File: src/hw/rtl/rdbsep_pkg.sv
// Shared types and constants for the serialized string element parser.
// Holds the item structs, phase and kind codes and header byte masks.
// No dependencies.
`timescale 1ns / 1ps

package rdbsep_pkg;

    // Default width of length registers (range 32 to 64)
    localparam int LEN_BITS_DEFAULT = 64;

    // Header byte fields
    localparam logic [7:0] HDR_TOP_MASK = 8'hC0;
    localparam logic [7:0] HDR_LOW_MASK = 8'h3F;

    // Top two bits of a length header
    localparam logic [1:0] TOP_LEN6  = 2'd0;
    localparam logic [1:0] TOP_LEN14 = 2'd1;
    localparam logic [1:0] TOP_LONG  = 2'd2;
    localparam logic [1:0] TOP_ENC   = 2'd3;

    // Long length markers
    localparam logic [7:0] HDR_LEN32 = 8'h80;
    localparam logic [7:0] HDR_LEN64 = 8'h81;

    // Encoding codes carried in the low six bits
    localparam logic [5:0] ENC_INT8       = 6'd0;
    localparam logic [5:0] ENC_INT16      = 6'd1;
    localparam logic [5:0] ENC_INT32      = 6'd2;
    localparam logic [5:0] ENC_COMPRESSED = 6'd3;

    // Byte counts of length and integer fields
    localparam logic [3:0] NBYTES_1 = 4'd1;
    localparam logic [3:0] NBYTES_2 = 4'd2;
    localparam logic [3:0] NBYTES_4 = 4'd4;
    localparam logic [3:0] NBYTES_8 = 4'd8;

    typedef enum logic [1:0] {
        KIND_RAW        = 2'd0,
        KIND_INT        = 2'd1,
        KIND_COMPRESSED = 2'd2
    } kind_t;

    typedef enum logic [7:0] {
        PH_HDR      = 8'b0000_0001,
        PH_HDR_EXT  = 8'b0000_0010,
        PH_CLEN     = 8'b0000_0100,
        PH_CLEN_EXT = 8'b0000_1000,
        PH_OLEN     = 8'b0001_0000,
        PH_OLEN_EXT = 8'b0010_0000,
        PH_INT      = 8'b0100_0000,
        PH_PAYLOAD  = 8'b1000_0000
    } phase_t;

    typedef struct packed {
        logic [7:0] data_byte;
    } in_item_t;

    typedef struct packed {
        logic [7:0]         byte_out;
        logic               element_end;
        logic [1:0]         element_kind;
        logic [63:0]        decoded_length;
        logic [63:0]        plain_length;
        logic signed [31:0] int_value;
        logic               parse_error;
    } out_item_t;

endpackage

File: src/hw/rtl/rdbsep_stream_if.sv
// Valid/ready stream channel carrying one item of a given struct type.
// Used for both sides of the parser; payload types come from rdbsep_pkg.
`timescale 1ns / 1ps

interface rdbsep_stream_if #(
    parameter type item_t = logic
);

    logic  valid;
    logic  ready;
    item_t payload;

    modport source (
        output valid,
        output payload,
        input  ready
    );

    modport sink (
        input  valid,
        input  payload,
        output ready
    );

endinterface

File: src/hw/rtl/rdb_string_encoding_parser_core.sv
// Byte-serial parser for serialized string elements; top level.
// Depends on rdbsep_pkg and rdbsep_stream_if.
//
// Every accepted byte comes back out verbatim, one result item per input item,
// with the byte that completes an element marked by its kind (raw, integer,
// compressed), its lengths and its integer value; a bad length or encoding
// code raises parse_error and returns the parser to the header phase. The
// parser takes one byte per clock unless the result side stalls: the phase
// update, the length shift with saturation and the payload countdown all fit
// between the state registers and the single result register, so a byte may
// be accepted in every cycle. The result is registered and appears in the
// cycle after its byte is accepted. The result register accepts a new byte
// while the present result is taken, so throughput stays at one item per cycle
// unless the result side stalls. Lengths are held in LEN_BITS-wide registers
// and saturate at 2^LEN_BITS - 1; the 64-bit length outputs are zero-extended.
`timescale 1ns / 1ps

module rdb_string_encoding_parser_core
    import rdbsep_pkg::*;
#(
    parameter int LEN_BITS = LEN_BITS_DEFAULT
) (
    input  logic                   clk,
    input  logic                   rst_n,
    rdbsep_stream_if.sink          stream,
    rdbsep_stream_if.source        result
);

    localparam logic [LEN_BITS-1:0] LEN_MAX = {LEN_BITS{1'b1}};

    // Parser state
    phase_t              phase_reg, phase_next;
    logic [7:0]          header_reg, header_next;
    logic [LEN_BITS-1:0] shift_reg, shift_next;
    logic [3:0]          fbl_reg, fbl_next;
    logic [LEN_BITS-1:0] payload_left_reg, payload_left_next;
    logic [LEN_BITS-1:0] stored_reg, stored_next;
    logic [31:0]         accum_reg, accum_next;

    // Result register
    out_item_t res_reg;
    out_item_t res_next;
    logic      res_valid_reg;

    logic       accept;
    logic [7:0] b;

    // Working signals of the step logic
    logic                do_start;
    phase_t              start_ctx;
    logic                do_finish;
    phase_t              fin_ctx;
    logic [LEN_BITS-1:0] fin_val;
    logic                do_fail;
    logic [1:0]          top;
    logic [5:0]          low;
    logic [3:0]          fbl_dec;
    logic [3:0]          int_total;
    logic [3:0]          int_pos;
    logic [31:0]         int_acc;
    logic [31:0]         int_ext;

    assign b            = stream.payload.data_byte;
    assign stream.ready = !res_valid_reg || result.ready;
    assign accept       = stream.valid && stream.ready;
    assign top          = b[7:6];
    assign low          = b[5:0] & HDR_LOW_MASK[5:0];
    assign fbl_dec      = (fbl_reg != 4'd0) ? (fbl_reg - 4'd1) : 4'd0;

    // Integer field: total width from the header code, byte lane from count
    always_comb
    begin
        case (header_reg[5:0])
            ENC_INT32: int_total = NBYTES_4;
            ENC_INT16: int_total = NBYTES_2;
            default:   int_total = NBYTES_1;
        endcase
        int_pos = int_total - fbl_reg;
        int_acc = accum_reg;
        case (int_pos[1:0])
            2'd0:    int_acc[7:0]   = accum_reg[7:0]   | b;
            2'd1:    int_acc[15:8]  = accum_reg[15:8]  | b;
            2'd2:    int_acc[23:16] = accum_reg[23:16] | b;
            default: int_acc[31:24] = accum_reg[31:24] | b;
        endcase
        int_ext = int_acc;
        if (int_total == NBYTES_1 && int_acc[7])
        begin
            int_ext[31:8] = '1;
        end
        else if (int_total == NBYTES_2 && int_acc[15])
        begin
            int_ext[31:16] = '1;
        end
    end

    // Step the parser by one byte
    always_comb
    begin
        phase_next        = phase_reg;
        header_next       = header_reg;
        shift_next        = shift_reg;
        fbl_next          = fbl_reg;
        payload_left_next = payload_left_reg;
        stored_next       = stored_reg;
        accum_next        = accum_reg;

        res_next                = '0;
        res_next.byte_out       = b;
        res_next.element_kind   = KIND_RAW;

        do_start  = 1'b0;
        start_ctx = PH_HDR;
        do_finish = 1'b0;
        fin_ctx   = PH_HDR;
        fin_val   = '0;
        do_fail   = 1'b0;

        case (phase_reg)
            PH_CLEN, PH_OLEN:
            begin
                do_start  = 1'b1;
                start_ctx = phase_reg;
            end
            PH_HDR_EXT, PH_CLEN_EXT, PH_OLEN_EXT:
            begin
                // Shift in one length byte, saturating
                if (shift_reg[LEN_BITS-1 -: 8] != 8'd0)
                begin
                    shift_next = LEN_MAX;
                end
                else
                begin
                    shift_next = {shift_reg[LEN_BITS-9:0], b};
                end
                fbl_next = fbl_dec;
                if (fbl_dec == 4'd0)
                begin
                    do_finish = 1'b1;
                    fin_val   = shift_next;
                    if (phase_reg == PH_CLEN_EXT)
                    begin
                        fin_ctx = PH_CLEN;
                    end
                    else if (phase_reg == PH_OLEN_EXT)
                    begin
                        fin_ctx = PH_OLEN;
                    end
                    else
                    begin
                        fin_ctx = PH_HDR;
                    end
                end
            end
            PH_INT:
            begin
                accum_next = int_acc;
                fbl_next   = fbl_dec;
                if (fbl_dec == 4'd0)
                begin
                    res_next.element_end  = 1'b1;
                    res_next.element_kind = KIND_INT;
                    res_next.int_value    = int_ext;
                    phase_next            = PH_HDR;
                end
            end
            PH_PAYLOAD:
            begin
                if (payload_left_reg <= LEN_BITS'(1))
                begin
                    payload_left_next              = '0;
                    res_next.element_end           = 1'b1;
                    res_next.decoded_length        = 64'(stored_reg);
                    if ((header_reg & HDR_TOP_MASK) == HDR_TOP_MASK)
                    begin
                        res_next.element_kind = KIND_COMPRESSED;
                        res_next.plain_length = 64'(shift_reg);
                    end
                    phase_next = PH_HDR;
                end
                else
                begin
                    payload_left_next = payload_left_reg - LEN_BITS'(1);
                end
            end
            default:
            begin
                // Element header: start from a clean state
                phase_next        = PH_HDR;
                shift_next        = '0;
                fbl_next          = 4'd0;
                payload_left_next = '0;
                stored_next       = '0;
                accum_next        = '0;
                header_next       = b;
                do_start          = 1'b1;
                start_ctx         = PH_HDR;
            end
        endcase

        // Decode the first byte of a length or encoding header
        if (do_start)
        begin
            case (top)
                TOP_LEN6:
                begin
                    do_finish = 1'b1;
                    fin_ctx   = start_ctx;
                    fin_val   = LEN_BITS'(low);
                end
                TOP_LEN14:
                begin
                    shift_next = LEN_BITS'(low);
                    fbl_next   = NBYTES_1;
                    phase_next = (start_ctx == PH_CLEN) ? PH_CLEN_EXT :
                                 (start_ctx == PH_OLEN) ? PH_OLEN_EXT : PH_HDR_EXT;
                end
                TOP_LONG:
                begin
                    if (b inside {HDR_LEN32, HDR_LEN64})
                    begin
                        shift_next = '0;
                        fbl_next   = (b == HDR_LEN32) ? NBYTES_4 : NBYTES_8;
                        phase_next = (start_ctx == PH_CLEN) ? PH_CLEN_EXT :
                                     (start_ctx == PH_OLEN) ? PH_OLEN_EXT : PH_HDR_EXT;
                    end
                    else
                    begin
                        do_fail = 1'b1;
                    end
                end
                default:
                begin
                    if (start_ctx != PH_HDR)
                    begin
                        // Sub-lengths of a compressed element take 11 as a 6-bit length
                        do_finish = 1'b1;
                        fin_ctx   = start_ctx;
                        fin_val   = LEN_BITS'(low);
                    end
                    else if (low inside {ENC_INT8, ENC_INT16, ENC_INT32})
                    begin
                        accum_next = '0;
                        fbl_next   = (low == ENC_INT32) ? NBYTES_4 :
                                     (low == ENC_INT16) ? NBYTES_2 : NBYTES_1;
                        phase_next = PH_INT;
                    end
                    else if (low == ENC_COMPRESSED)
                    begin
                        phase_next = PH_CLEN;
                    end
                    else
                    begin
                        do_fail = 1'b1;
                    end
                end
            endcase
        end

        // Complete a length field
        if (do_finish)
        begin
            if (fin_ctx == PH_CLEN)
            begin
                stored_next = fin_val;
                phase_next  = PH_OLEN;
            end
            else if (fin_ctx == PH_OLEN)
            begin
                shift_next = fin_val;
                if (stored_reg == '0)
                begin
                    res_next.element_end  = 1'b1;
                    res_next.element_kind = KIND_COMPRESSED;
                    res_next.plain_length = 64'(fin_val);
                    phase_next            = PH_HDR;
                end
                else
                begin
                    payload_left_next = stored_reg;
                    phase_next        = PH_PAYLOAD;
                end
            end
            else
            begin
                stored_next = fin_val;
                if (fin_val == '0)
                begin
                    res_next.element_end = 1'b1;
                    phase_next           = PH_HDR;
                end
                else
                begin
                    payload_left_next = fin_val;
                    phase_next        = PH_PAYLOAD;
                end
            end
        end

        // Drop everything on a bad code
        if (do_fail)
        begin
            phase_next           = PH_HDR;
            header_next          = '0;
            shift_next           = '0;
            fbl_next             = 4'd0;
            payload_left_next    = '0;
            stored_next          = '0;
            accum_next           = '0;
            res_next             = '0;
            res_next.byte_out    = b;
            res_next.parse_error = 1'b1;
        end
    end

    // Advance parser state on each accepted item
    always_ff @(posedge clk or negedge rst_n)
    begin
        if (!rst_n)
        begin
            phase_reg        <= PH_HDR;
            header_reg       <= '0;
            shift_reg        <= '0;
            fbl_reg          <= '0;
            payload_left_reg <= '0;
            stored_reg       <= '0;
            accum_reg        <= '0;
        end
        else if (accept)
        begin
            phase_reg        <= phase_next;
            header_reg       <= header_next;
            shift_reg        <= shift_next;
            fbl_reg          <= fbl_next;
            payload_left_reg <= payload_left_next;
            stored_reg       <= stored_next;
            accum_reg        <= accum_next;
        end
    end

    // Hold the result until taken
    always_ff @(posedge clk or negedge rst_n)
    begin
        if (!rst_n)
        begin
            res_valid_reg <= 1'b0;
        end
        else if (accept)
        begin
            res_valid_reg <= 1'b1;
        end
        else if (result.ready)
        begin
            res_valid_reg <= 1'b0;
        end
    end

    always_ff @(posedge clk)
    begin
        if (accept)
        begin
            res_reg <= res_next;
        end
    end

    assign result.valid   = res_valid_reg;
    assign result.payload = res_reg;

endmodule

File: src/flat_wrapper.sv
// flat-port wrapper written by rule: the top's interface ports become plain ports
module rdb_string_encoding_parser_core_flat import rdbsep_pkg::*;
#(
    parameter int LEN_BITS = LEN_BITS_DEFAULT
)
  (clk, rst_n, stream_valid, stream_payload, stream_ready, result_valid, result_payload, result_ready);
  rdbsep_stream_if #(.item_t(in_item_t)) stream_i ();
  rdbsep_stream_if #(.item_t(out_item_t)) result_i ();
  input  logic clk;
  input  logic rst_n;
  input wire logic [$bits(stream_i.valid)-1:0] stream_valid;
  input wire logic [$bits(stream_i.payload)-1:0] stream_payload;
  output wire logic [$bits(stream_i.ready)-1:0] stream_ready;
  output wire logic [$bits(result_i.valid)-1:0] result_valid;
  output wire logic [$bits(result_i.payload)-1:0] result_payload;
  input wire logic [$bits(result_i.ready)-1:0] result_ready;
  assign stream_i.valid = stream_valid;
  assign stream_i.payload = stream_payload;
  assign stream_ready = stream_i.ready;
  assign result_valid = result_i.valid;
  assign result_payload = result_i.payload;
  assign result_i.ready = result_ready;
  rdb_string_encoding_parser_core #(.LEN_BITS(LEN_BITS)) u_core (.clk(clk), .rst_n(rst_n), .stream(stream_i), .result(result_i));
endmodule
File: config.mk
export PLATFORM = sky130hd
export DESIGN_NAME = rdb_string_encoding_parser_core_flat
export DESIGN_NICKNAME = d
export VERILOG_FILES = /design/src/hw/rtl/rdbsep_pkg.sv /design/src/hw/rtl/rdbsep_stream_if.sv /design/src/hw/rtl/rdb_string_encoding_parser_core.sv /design/src/flat_wrapper.sv
export SDC_FILE = /design/constraint.sdc
export NUM_CORES = 1
export LEC_CHECK = 0
export BUFFER_PORTS_ARGS = -buffer_cell sky130_fd_sc_hd__buf_2
export CAP_MARGIN = 5
export CORE_UTILIZATION = 30
export CTS_BUF_LIST = sky130_fd_sc_hd__clkbuf_16
export DETAILED_ROUTE_END_ITERATION = 12
export SLEW_MARGIN = 20
export SYNTH_ARGS = -nofsm -noshare
export SYNTH_HDL_FRONTEND = slang
export SYNTH_SLANG_ARGS = --single-unit
File: constraint.sdc
create_clock -name clk -period 11.76 [get_ports clk]
set_input_delay 1.764 -clock clk [delete_from_list [all_inputs] [get_ports clk]]
set_output_delay 1.764 -clock clk [all_outputs]
set_load 0.1 [all_outputs]
# --- Word-level counts from Yosys, hierarchy flattened ---
# Index checks and enable logic that the tools add are counted.
totals:
  reg_bits: 417
  in_bits: 12
  out_inout_bits: 174
op_classes:
  add_sub_neg: 3
  order_cmp: 1
  eq_ne: 27
  muxes: 109
  bitwise_logic: 8
  reduce_logical: 33
op_table:
  columns: ["cell", "n"]
  rows:
  - ["$mux W64", 29]
  - ["$pmux W64 S2", 4]
  - ["$mux W8", 27]
  - ["$mux W32", 5]
  - ["$mux W131", 1]
  - ["$logic_not A64 Y1", 2]
  - ["$le A64 B1 Y1 const B", 1]
  - ["$pmux W32 S2", 1]
  - ["$sub A64 B1 Y64 const B", 1]
  - ["$pmux W8 S3", 2]
  - ["$mux W16", 2]
  - ["$mux W4", 8]
  - ["$or A8 B8 Y8", 4]
  - ["$eq A8 B3 Y1 const B", 3]
  - ["$eq A8 B5 Y1 const B", 3]
  - ["$eq A8 B8 Y1 const B", 3]
  - ["$eq A6 B2 Y1 const B", 3]
  - ["$reduce_or A3 Y1", 6]
  - ["$pmux W8 S2", 1]
  - ["$mux W1", 14]
  - ["$eq A6 B1 Y1 const B", 2]
  - ["$mux W3", 4]
  - ["$pmux W3 S2", 2]
  - ["$pmux W4 S3", 1]
  - ["other kinds (34)", 52]

# --- Longest topological paths before layout ---
# Gate-level depths: netlist of run 1.
depth:
  ltp_word: 14
  depth_mapped: 15

# --- Worst setup path after synthesis of run 1 ---
# No wires, ideal clock.
synth_path:
  path_type: "input -> register"
  start: "input port result_ready"
  end: "register u_core.header_reg[0]"
  setup_ns: 0.131
  t_arrival_ns: 9.316
  slack_ns: 2.313
  path_stages: 6
  n_path_buf: 1
  path_cell_list: "nand2b_1 -> nand2_1 -> inv_1 -> clkbuf_1 -> o21ai_1 -> a22o_1"
synth_via:
  elab_chain_len: 3
synth_lines:
  columns: ["element", "line_no", "source"]
  rows:
  - ["start: declaration", "flat_wrapper.sv:16", "input wire logic [$bits(result_i.ready)-1:0] result_ready;"]
  - ["$logic_or A1 B1 Y1", "rdb_string_encoding_parser_core.sv:64", "assign stream.ready = !res_valid_reg || result.ready;"]
  - ["$logic_and A1 B1 Y1", "rdb_string_encoding_parser_core.sv:65", "assign accept = stream.valid && stream.ready;"]
  - ["via u_core.accept", "rdb_string_encoding_parser_core.sv:45", "logic accept;"]
  - ["$reduce_and A2 Y1 (no line)", null, null]
  - ["end signal: assignment", "rdb_string_encoding_parser_core.sv:332", "header_reg <= header_next;"]
  - ["end: declaration", "rdb_string_encoding_parser_core.sv:33", "logic [7:0] header_reg, header_next;"]
# The timed path passes the listed nets, and every way through them passes these cells.
# A chain may end at the register's enable or synchronous reset.

# --- Worst setup path in the final report of run 1 ---
layout_path:
  start: "input port stream_payload[5]"
  end: "register u_core.stored_reg[28]"
layout_via:
  elab_chain_len: 7
  word_cells_on_any_way: 15
  classes_between: "eq/ne (5); mux (7); reduce/logical (3)"
layout_lines:
  columns: ["element", "line_no", "source"]
  rows:
  - ["start: declaration", "flat_wrapper.sv:12", "input wire logic [$bits(stream_i.payload)-1:0] stream_payload;"]
  - ["$eq A6 B1 Y1 (tied with other cells)", "rdb_string_encoding_parser_core.sv:241", "else if (low inside {ENC_INT8, ENC_INT16, ENC_INT32})"]
  - ["$reduce_bool A3 Y1 / $mux W1 (equally long branches)", "rdb_string_encoding_parser_core.sv:241, rdb_string_encoding_parser_core.sv:248", null]
  - ["$mux W1", "rdb_string_encoding_parser_core.sv:241", null]
  - ["$mux W1", "rdb_string_encoding_parser_core.sv:234", "if (start_ctx != PH_HDR)"]
  - ["$pmux W1 S2 (*)", "rdb_string_encoding_parser_core.sv:204", "case (top)"]
  - ["$mux W1 (*)", "rdb_string_encoding_parser_core.sv:202", "if (do_start)"]
  - ["via u_core.do_fail", "rdb_string_encoding_parser_core.sv:54", "logic do_fail;"]
  - ["$mux W64 (*)", "rdb_string_encoding_parser_core.sv:301", "if (do_fail)"]
  - ["end signal: assignment", "rdb_string_encoding_parser_core.sv:336", "stored_reg <= stored_next;"]
  - ["end: declaration", "rdb_string_encoding_parser_core.sv:37", "logic [LEN_BITS-1:0] stored_reg, stored_next;"]
# Mark *: on every way through the listed nets, which the timed path passes. The rest lies on a longest branch.

==> impl_metrics.ini, run 1 <==
[status]
status = completed

[hold_path]
hold_class = flop to flop

[timing]
fin_ws_ns = 5.95
fin_crit_sh = 0.494
setup_viol = 0
worstMarginPinSlew_ns = 1.15
hold_violations = 0
fin_setup_tns_ns = 0
finalCriticalPeriod_ns = 5.81
rsz0062_at_grt = no
drv_slew = 0
relSlewSlack = 0.234
fmax_mhz = 172
fin_worst_skew_ns = 0.0298

[pwr]
swShare = 0.370
p_switching_mw = 1.55
pwr-share-comb = 0.267
power_density_mw_per_mm2 = 167
finalPower_mw = 4.19
p_leak_nw = 9.60
p_clk_frac = 0.331
vdd_ir_drop_max_v = 0.000109
seqPwrFrac = 0.402
p_int_mw = 2.64

[drt]
routed_wl_um = 79100
ant_nets = 0
avgViaCountPerCell = 5.67
post_drt_wl_per_cell_um = 22.4
dr.pass1.iters = 7
drtIter0Drc = 2342
drc = 0
num_vias = 20000

[flow_run]
cap_violations = 0

[cells_and_area]
areaGrowthSynthToFinish_pct = 14.1
fin_nets = 2557
post-route-util = 0.348
largest_reg_flops = 172
most-common-layout-cells = nor2_1, a21oi_1, nand2_1
drive_gt1_frac = 0.125
final_area_sq_mm = 0.0251
final_common_cell = nor2_1
antenna_cells = 0

[worst_setup_path]
crit_fanout = 44
cp.required_ns = 12.23
cp-end-kind = flop
startpoint_type = input pin
path_class = input pin to flop
cp.arrival_ns = 6.29

[place]
place_ws_ns = 5.47
dpl.hpwl_um = 52200
gp_congestion = 0.928
port_buffers = 185
postPlaceCellArea_sq_mm = 0.0236

[clock_tree]
clock-root-buffer = clkbuf_16
hold_buffers = 0
cts_tree = built
postCtsResizedCells = 0
clkSlewWorstSetupHoldPaths_ns = 0.06
cts_buffer_depth = 3
clkLatencyLatePin_ns = 0.60
cts_sinks = 417
post_cts_buffers = 0
cts_buffers = 45
htreeDepth = 2

[die]
die_x_um = 273
start_util = 0.305
dieHeight_um = 273
io_pins = 186
rows = 98
die_area_sq_mm = 0.0743
fp.coreArea_sq_mm = 0.0720

[synth]
syn_inst = 2475
ys_seq_area_frac = 0.514
synth_fp_nets = 2495
synth-seq-cells = 417
synth_area_sq_mm = 0.0220
synth_cell_type_count = 78
synth_edf_count = 172
async_flop_share = 0.588
yosysWarnings = 0
ys.flop_type = dfrtp_1
synth_area_per_cell_sq_um = 8.88

[global_routing]
grt_max_degree = 134
overflow = 0
antenna_found_initial = 1
grtUsageTotal = 0.208
grt_pass1_wl_um = 119000
grt_pass1_vias = 18400
-- path summary, 6_finish.rpt --
kind	from	end	slack [ns]	cells after the start
max reg2reg	u_core.phase_reg[4]$_DFFE_PN0P_	u_core.stored_reg[28]$_DFFE_PN0P_	6.57	9
min	u_core.accum_reg[12]$_DFFE_PN0P_	u_core.accum_reg[12]$_DFFE_PN0P_	0.49	2
max in group asynchronous	rst_n	u_core.payload_left_reg[45]$_DFFE_PN0P_	9.26	2
min reg2reg	u_core.accum_reg[12]$_DFFE_PN0P_	u_core.accum_reg[12]$_DFFE_PN0P_	0.49	2
min in group asynchronous	rst_n	u_core.shift_reg[7]$_DFFE_PN0P_	1.23	1
max	stream_payload[5]	u_core.stored_reg[28]$_DFFE_PN0P_	5.95	10
-- through the flow --
stage	cells	hold WS [ns]
global route	3523	0.514
detailed placement	3440	0.481
floorplan	2475	0.458
finish	3523	0.494
CTS	3523	0.494
global placement	3440	0.474
-- routing by layer --
layer	share of wire	GRT usage	up-vias
met4	0.032	0.0685	0
met2	0.46	0.325	977
li1	-	-	9172
met1	0.43	0.288	9693
met5	0	0	-
met3	0.084	0.0382	123
-- synth_stat cells, drive strengths merged (5+ instances only) --
cell,count,area (sq um)
a211oi,30,225
a21o,14,105
a21oi,299,1500
a22o,55,482
a22oi,8,60.1
a31oi,40,250
a32oi,6,52.6
and2,68,425
and3,13,81.3
buf,46,234
clkbuf,156,586
dfrtp,244,6110
edfxtp,172,5160
ha,8,100
inv,14,52.6
nand2,286,1070
nand2b,7,51.3
nand3,18,90.1
nand4,13,81.3
nor2,361,1360
nor2b,13,81.3
nor3,107,541
nor3b,11,82.6
nor4,58,375
o2111ai,5,43.8
o211ai,5,37.5
o21ai,231,1170
o221ai,44,385
o22ai,7,43.8
o2bb2ai,6,52.6
o311a,9,90.1
o31ai,10,85.1
or2,12,75.1
or3,25,156
or4,12,93.8
-- power groups by stage --
stage          Combinational, mW  Sequential, mW  Clock [mW]
2_1_floorplan              0.642            1.88           0
3_3_place_gp                1.10            1.71           0
3_5_place_dp                1.10            1.71           0
4_1_cts                     1.10            1.68        1.41
5_1_grt                     1.20            1.69        1.46
6_report                    1.12            1.68        1.39
-- cell families (layout without fill, tap and decap cells) --
kind of cell               count (synthesis)  in the layout  synth area share
adders and majority gates                  8              8           0.00456
and+or+nand+nor                         1020           1020             0.214
muxes                                      4              4           0.00188
buffers and inverters                    216            314            0.0397
DFF                                      417            417             0.514
AOI/OAI and AO/OA                        803            803             0.223
xor gates and xnor gates                   7              7           0.00279
-- critical path, cell delays in order --
cell,delay [ns]
buf_2,0.21
or4_1,0.65
o21ai_0,0.38
o22ai_1,0.13
nand2_1,0.43
inv_1,0.30
nor2_4,0.72
buf_4,0.59
nand2_1,0.67
o21ai_0,0.39
-- layout make-up --
cell class	count	area (sq um)
multi-input cells	1842	9910
fillers	7350	46900
well taps	950	1190
flip-flops and latches	417	11300
clock buffers	47	1180
repair buffers	217	1190
clock inverters	36	230
inverters	14	60.1
Note: power is estimated with default switching activity, not from simulation.
==> run 2: changes to the inputs <==
--- a/config.mk
+++ b/config.mk
@@ -5,6 +5,7 @@
 export SDC_FILE = /design/constraint.sdc
 export NUM_CORES = 1
 export LEC_CHECK = 0
+export ABC_AREA = 1
 export BUFFER_PORTS_ARGS = -buffer_cell sky130_fd_sc_hd__buf_2
 export CAP_MARGIN = 5
 export CORE_UTILIZATION = 30
==> constraint.sdc (replaced) <==
create_clock -name clk -period 4.8 [get_ports clk]
set_input_delay 0.72 -clock clk [delete_from_list [all_inputs] [get_ports clk]]
set_output_delay 0.72 -clock clk [all_outputs]
set_load 0.1 [all_outputs]
==> run 2 against run 1 <==
  * Flip-flop and latch count did not move
  * Clock power rose to 2.7 times the previous value
  * Combinational power rose to 5.1 times the previous value
  * Non-clock buffer count rose by 34
  * Synthesized area grew 15%
  * Cell count rose by 31%
  * Synthesized cell count up 38%
  * Largest power group is now combinational cells
  * Highest routed layer unchanged
  * Die area increased by 15%
  * Worst setup slack worse by 5.0 ns
==> impl_metrics.ini, run 2 <==
[status]
status = completed

[synth]
async_flop_share = 0.588
post-synth-top-count-cell = nand2_1
synth_common_cells = nand2_1, nor2_1, o21ai_0, inv_1, dfrtp_1
synth_top_area_frac = 0.242
synth_top_area_cell = dfrtp_1
synth_fp_nets = 3446
synth-seq-cells = 417
yosysWarnings = 0
synth_edf_count = 172
synth_cell_type_count = 46
ys.flop_type = dfrtp_1
ys_seq_area_frac = 0.448
synth_area_per_cell_sq_um = 7.36
synth_area_leaders = dfrtp_1, edfxtp_1, nand2_1
synth_area_sq_mm = 0.0252
syn_inst = 3426

[worst_setup_path]
crit_fanout = 39
crit_chain = inv_2 -> nand2_2 -> nor2_1 -> nand2_4 -> nand3_4 -> nand2_4 -> inv_2 -> nand2_1 -> nand2_1 -> nor2_1 -> nand2_1 -> nor2_1 -> nand3_2 -> buf_4 -> o21bai_1 -> nand2_1 -> nand2_1 -> nand3_1 -> nand2_1
crit_start = u_core.phase_reg[0]$_DFFE_PN1P_
cp_num_buf_inv = 3
path_class = flop to flop
critPathTopFamily = simple AND/OR/NAND/NOR gates
cp-end-kind = flop
startpoint_type = flop
slowest_stage = dfstp_2
cp.arrival_ns = 4.38
r2r_cells = 19
cp.required_ns = 5.32
crit_top_cell = nand2_1
slowest_delay_ns = 0.53
crit-reg2reg-launch = u_core.phase_reg[0]$_DFFE_PN1P_
crit_cells = 19

[die]
dieHeight_um = 292
die_x_um = 292
fp.coreArea_sq_mm = 0.0826
rows = 105
io_pins = 186
start_util = 0.305
die_area_sq_mm = 0.0853

[timing]
worstMarginPinSlew_ns = 1.01
rsz0062_at_grt = no
fin_worst_skew_ns = 0.0233
fmax_mhz = 259
hold_violations = 0
finalCriticalPeriod_ns = 3.86
fin_crit_sh = 0.804
drv_slew = 0
setup_viol = 0
relSlewSlack = 0.324
fin_setup_tns_ns = 0

[drt]
topRoutingLayerUsed = met4
ant_nets = 0
avgViaCountPerCell = 5.31
met1Wirelength_um = 42200
dr.pass1.iters = 6
routed_wl_um = 93400
drc = 0
wl_met3_um = 8490
drtIter0Drc = 2937
route.met2.wl_um = 40300
post_drt_wl_per_cell_um = 20.2
num_vias = 24500

[clock_tree]
post_cts_buffers = 0
cts_buffers = 48
hold_buffers = 0
cts_buffer_depth = 3
postCtsResizedCells = 0
cts_sinks = 417
clock-root-buffer = clkbuf_16
htreeDepth = 2
cts_tree = built
clkSlewWorstSetupHoldPaths_ns = 0.06
clkLatencyLatePin_ns = 0.60

[global_routing]
overflow = 0
grt_max_degree = 114
grtUsageTotal = 0.215
antenna_found_initial = 1
grt_pass1_vias = 22800
grt_pass1_wl_um = 143000

[place]
dpl.hpwl_um = 63700
port_buffers = 185
gp_congestion = 0.929

[pwr]
seqPwrFrac = 0.327
p_leak_nw = 13.3
power_density_mw_per_mm2 = 485
p_switching_mw = 6.24
swShare = 0.445
pwr-share-comb = 0.403
p_int_mw = 7.79
p_clk_frac = 0.270
vdd_ir_drop_max_v = 0.000229

[cells_and_area]
post-route-util = 0.350
largest_reg_flops = 172
areaGrowthSynthToFinish_pct = 14.6
antenna_cells = 0
final_common_cell = nand2_1
drive_gt1_frac = 0.108
most-common-layout-cells = nand2_1, nor2_1, inv_1, o21ai_0, dfrtp_1
fin_nets = 3534

[flow_run]
cap_violations = 0

[hold_path]
hold_class = input pin to asynchronous set/reset pin
[run 2: cell types whose count changed in the layout (fill, tap and decap cells not counted), sizes merged, moves of 56 or more]
cell and delta:
inv +345, nand2 +627, nor3 -69, o22ai +122, nand3 +154, o21bai +56
o21ai +137, and2 -67, a21oi -201
[run 2: cell families after synthesis]
| logic type | Yosys count | share of synthesized area |
|---|---|---|
| buffers and inverters | 583 | 0.0920 |
| XOR/XNOR | 48 | 0.0167 |
| AO/OA/AOI/OAI | 818 | 0.189 |
| AND/OR/NAND/NOR | 1552 | 0.251 |
| adder cells (fa/ha/maj) | 8 | 0.00397 |
| flip-flops | 417 | 0.448 |
[run 2: cell type report]
cell class,instances,area [sq um]
fill,8718,53700
timing repair buffer,251,1630
clock inverter,39,355
tap,1070,1340
inverter,370,1400
clock buffer,49,1230
multi-input combinational,2426,11700
sequential,417,11300
[run 2: worst paths after layout]
check | to | slack (ns)
worst max-delay path | u_core.payload_left_reg[10]$_DFFE_PN0P_ | 0.94
worst min-delay path | u_core.result.valid$_DFFE_PN0P_ | 0.07
worst max register to register | u_core.payload_left_reg[10]$_DFFE_PN0P_ | 0.94
worst min register to register | u_core.payload_left_reg[1]$_DFFE_PN0P_ | 0.49
max in group asynchronous | u_core.stored_reg[56]$_DFFE_PN0P_ | 3.60
min in group clk | u_core.result.payload[171]$_DFFE_PP_ | 0.42
[run 2: worst reg2reg max path: cells and delay by family, from the launching register on]
kind	cells	cell delay, ns
AO/OA/AOI/OAI	1	0.33
buffers and inverters	3	0.61
flip-flops	1	0.53
AND/OR/NAND/NOR	15	2.32
[run 2: metrics by stage]
step                instances  total power [mW]  hold WS [ns]  cell area [sq um]  setup slack, ns
floorplan                3426              8.49         0.424              25200            0.938
finish                   4622              14.0        0.0682              28900            0.942
detailed placement       4534              10.1         0.475              27300            0.871
CTS                      4622              14.0         0.103              28900             1.02
global route             4622              14.8         0.118              28900            0.633
global placement         4534              10.1         0.468              27300             1.04
[run 2: power by group through the flow]
stage	logic, mW	clock network, mW	registers, mW
2_1_floorplan	3.43	0	5.07
3_3_place_gp	5.50	0	4.62
3_5_place_dp	5.52	0	4.63
4_1_cts	5.55	3.85	4.57
5_1_grt	6.19	3.97	4.64
6_report	5.66	3.79	4.58
[run 2: routing by layer]
metal,global-route usage,vias to the layer above
met5,0,-
met4,0.0593,0
met3,0.0375,125
met2,0.320,1128
met1,0.316,11700
li1,-,11600
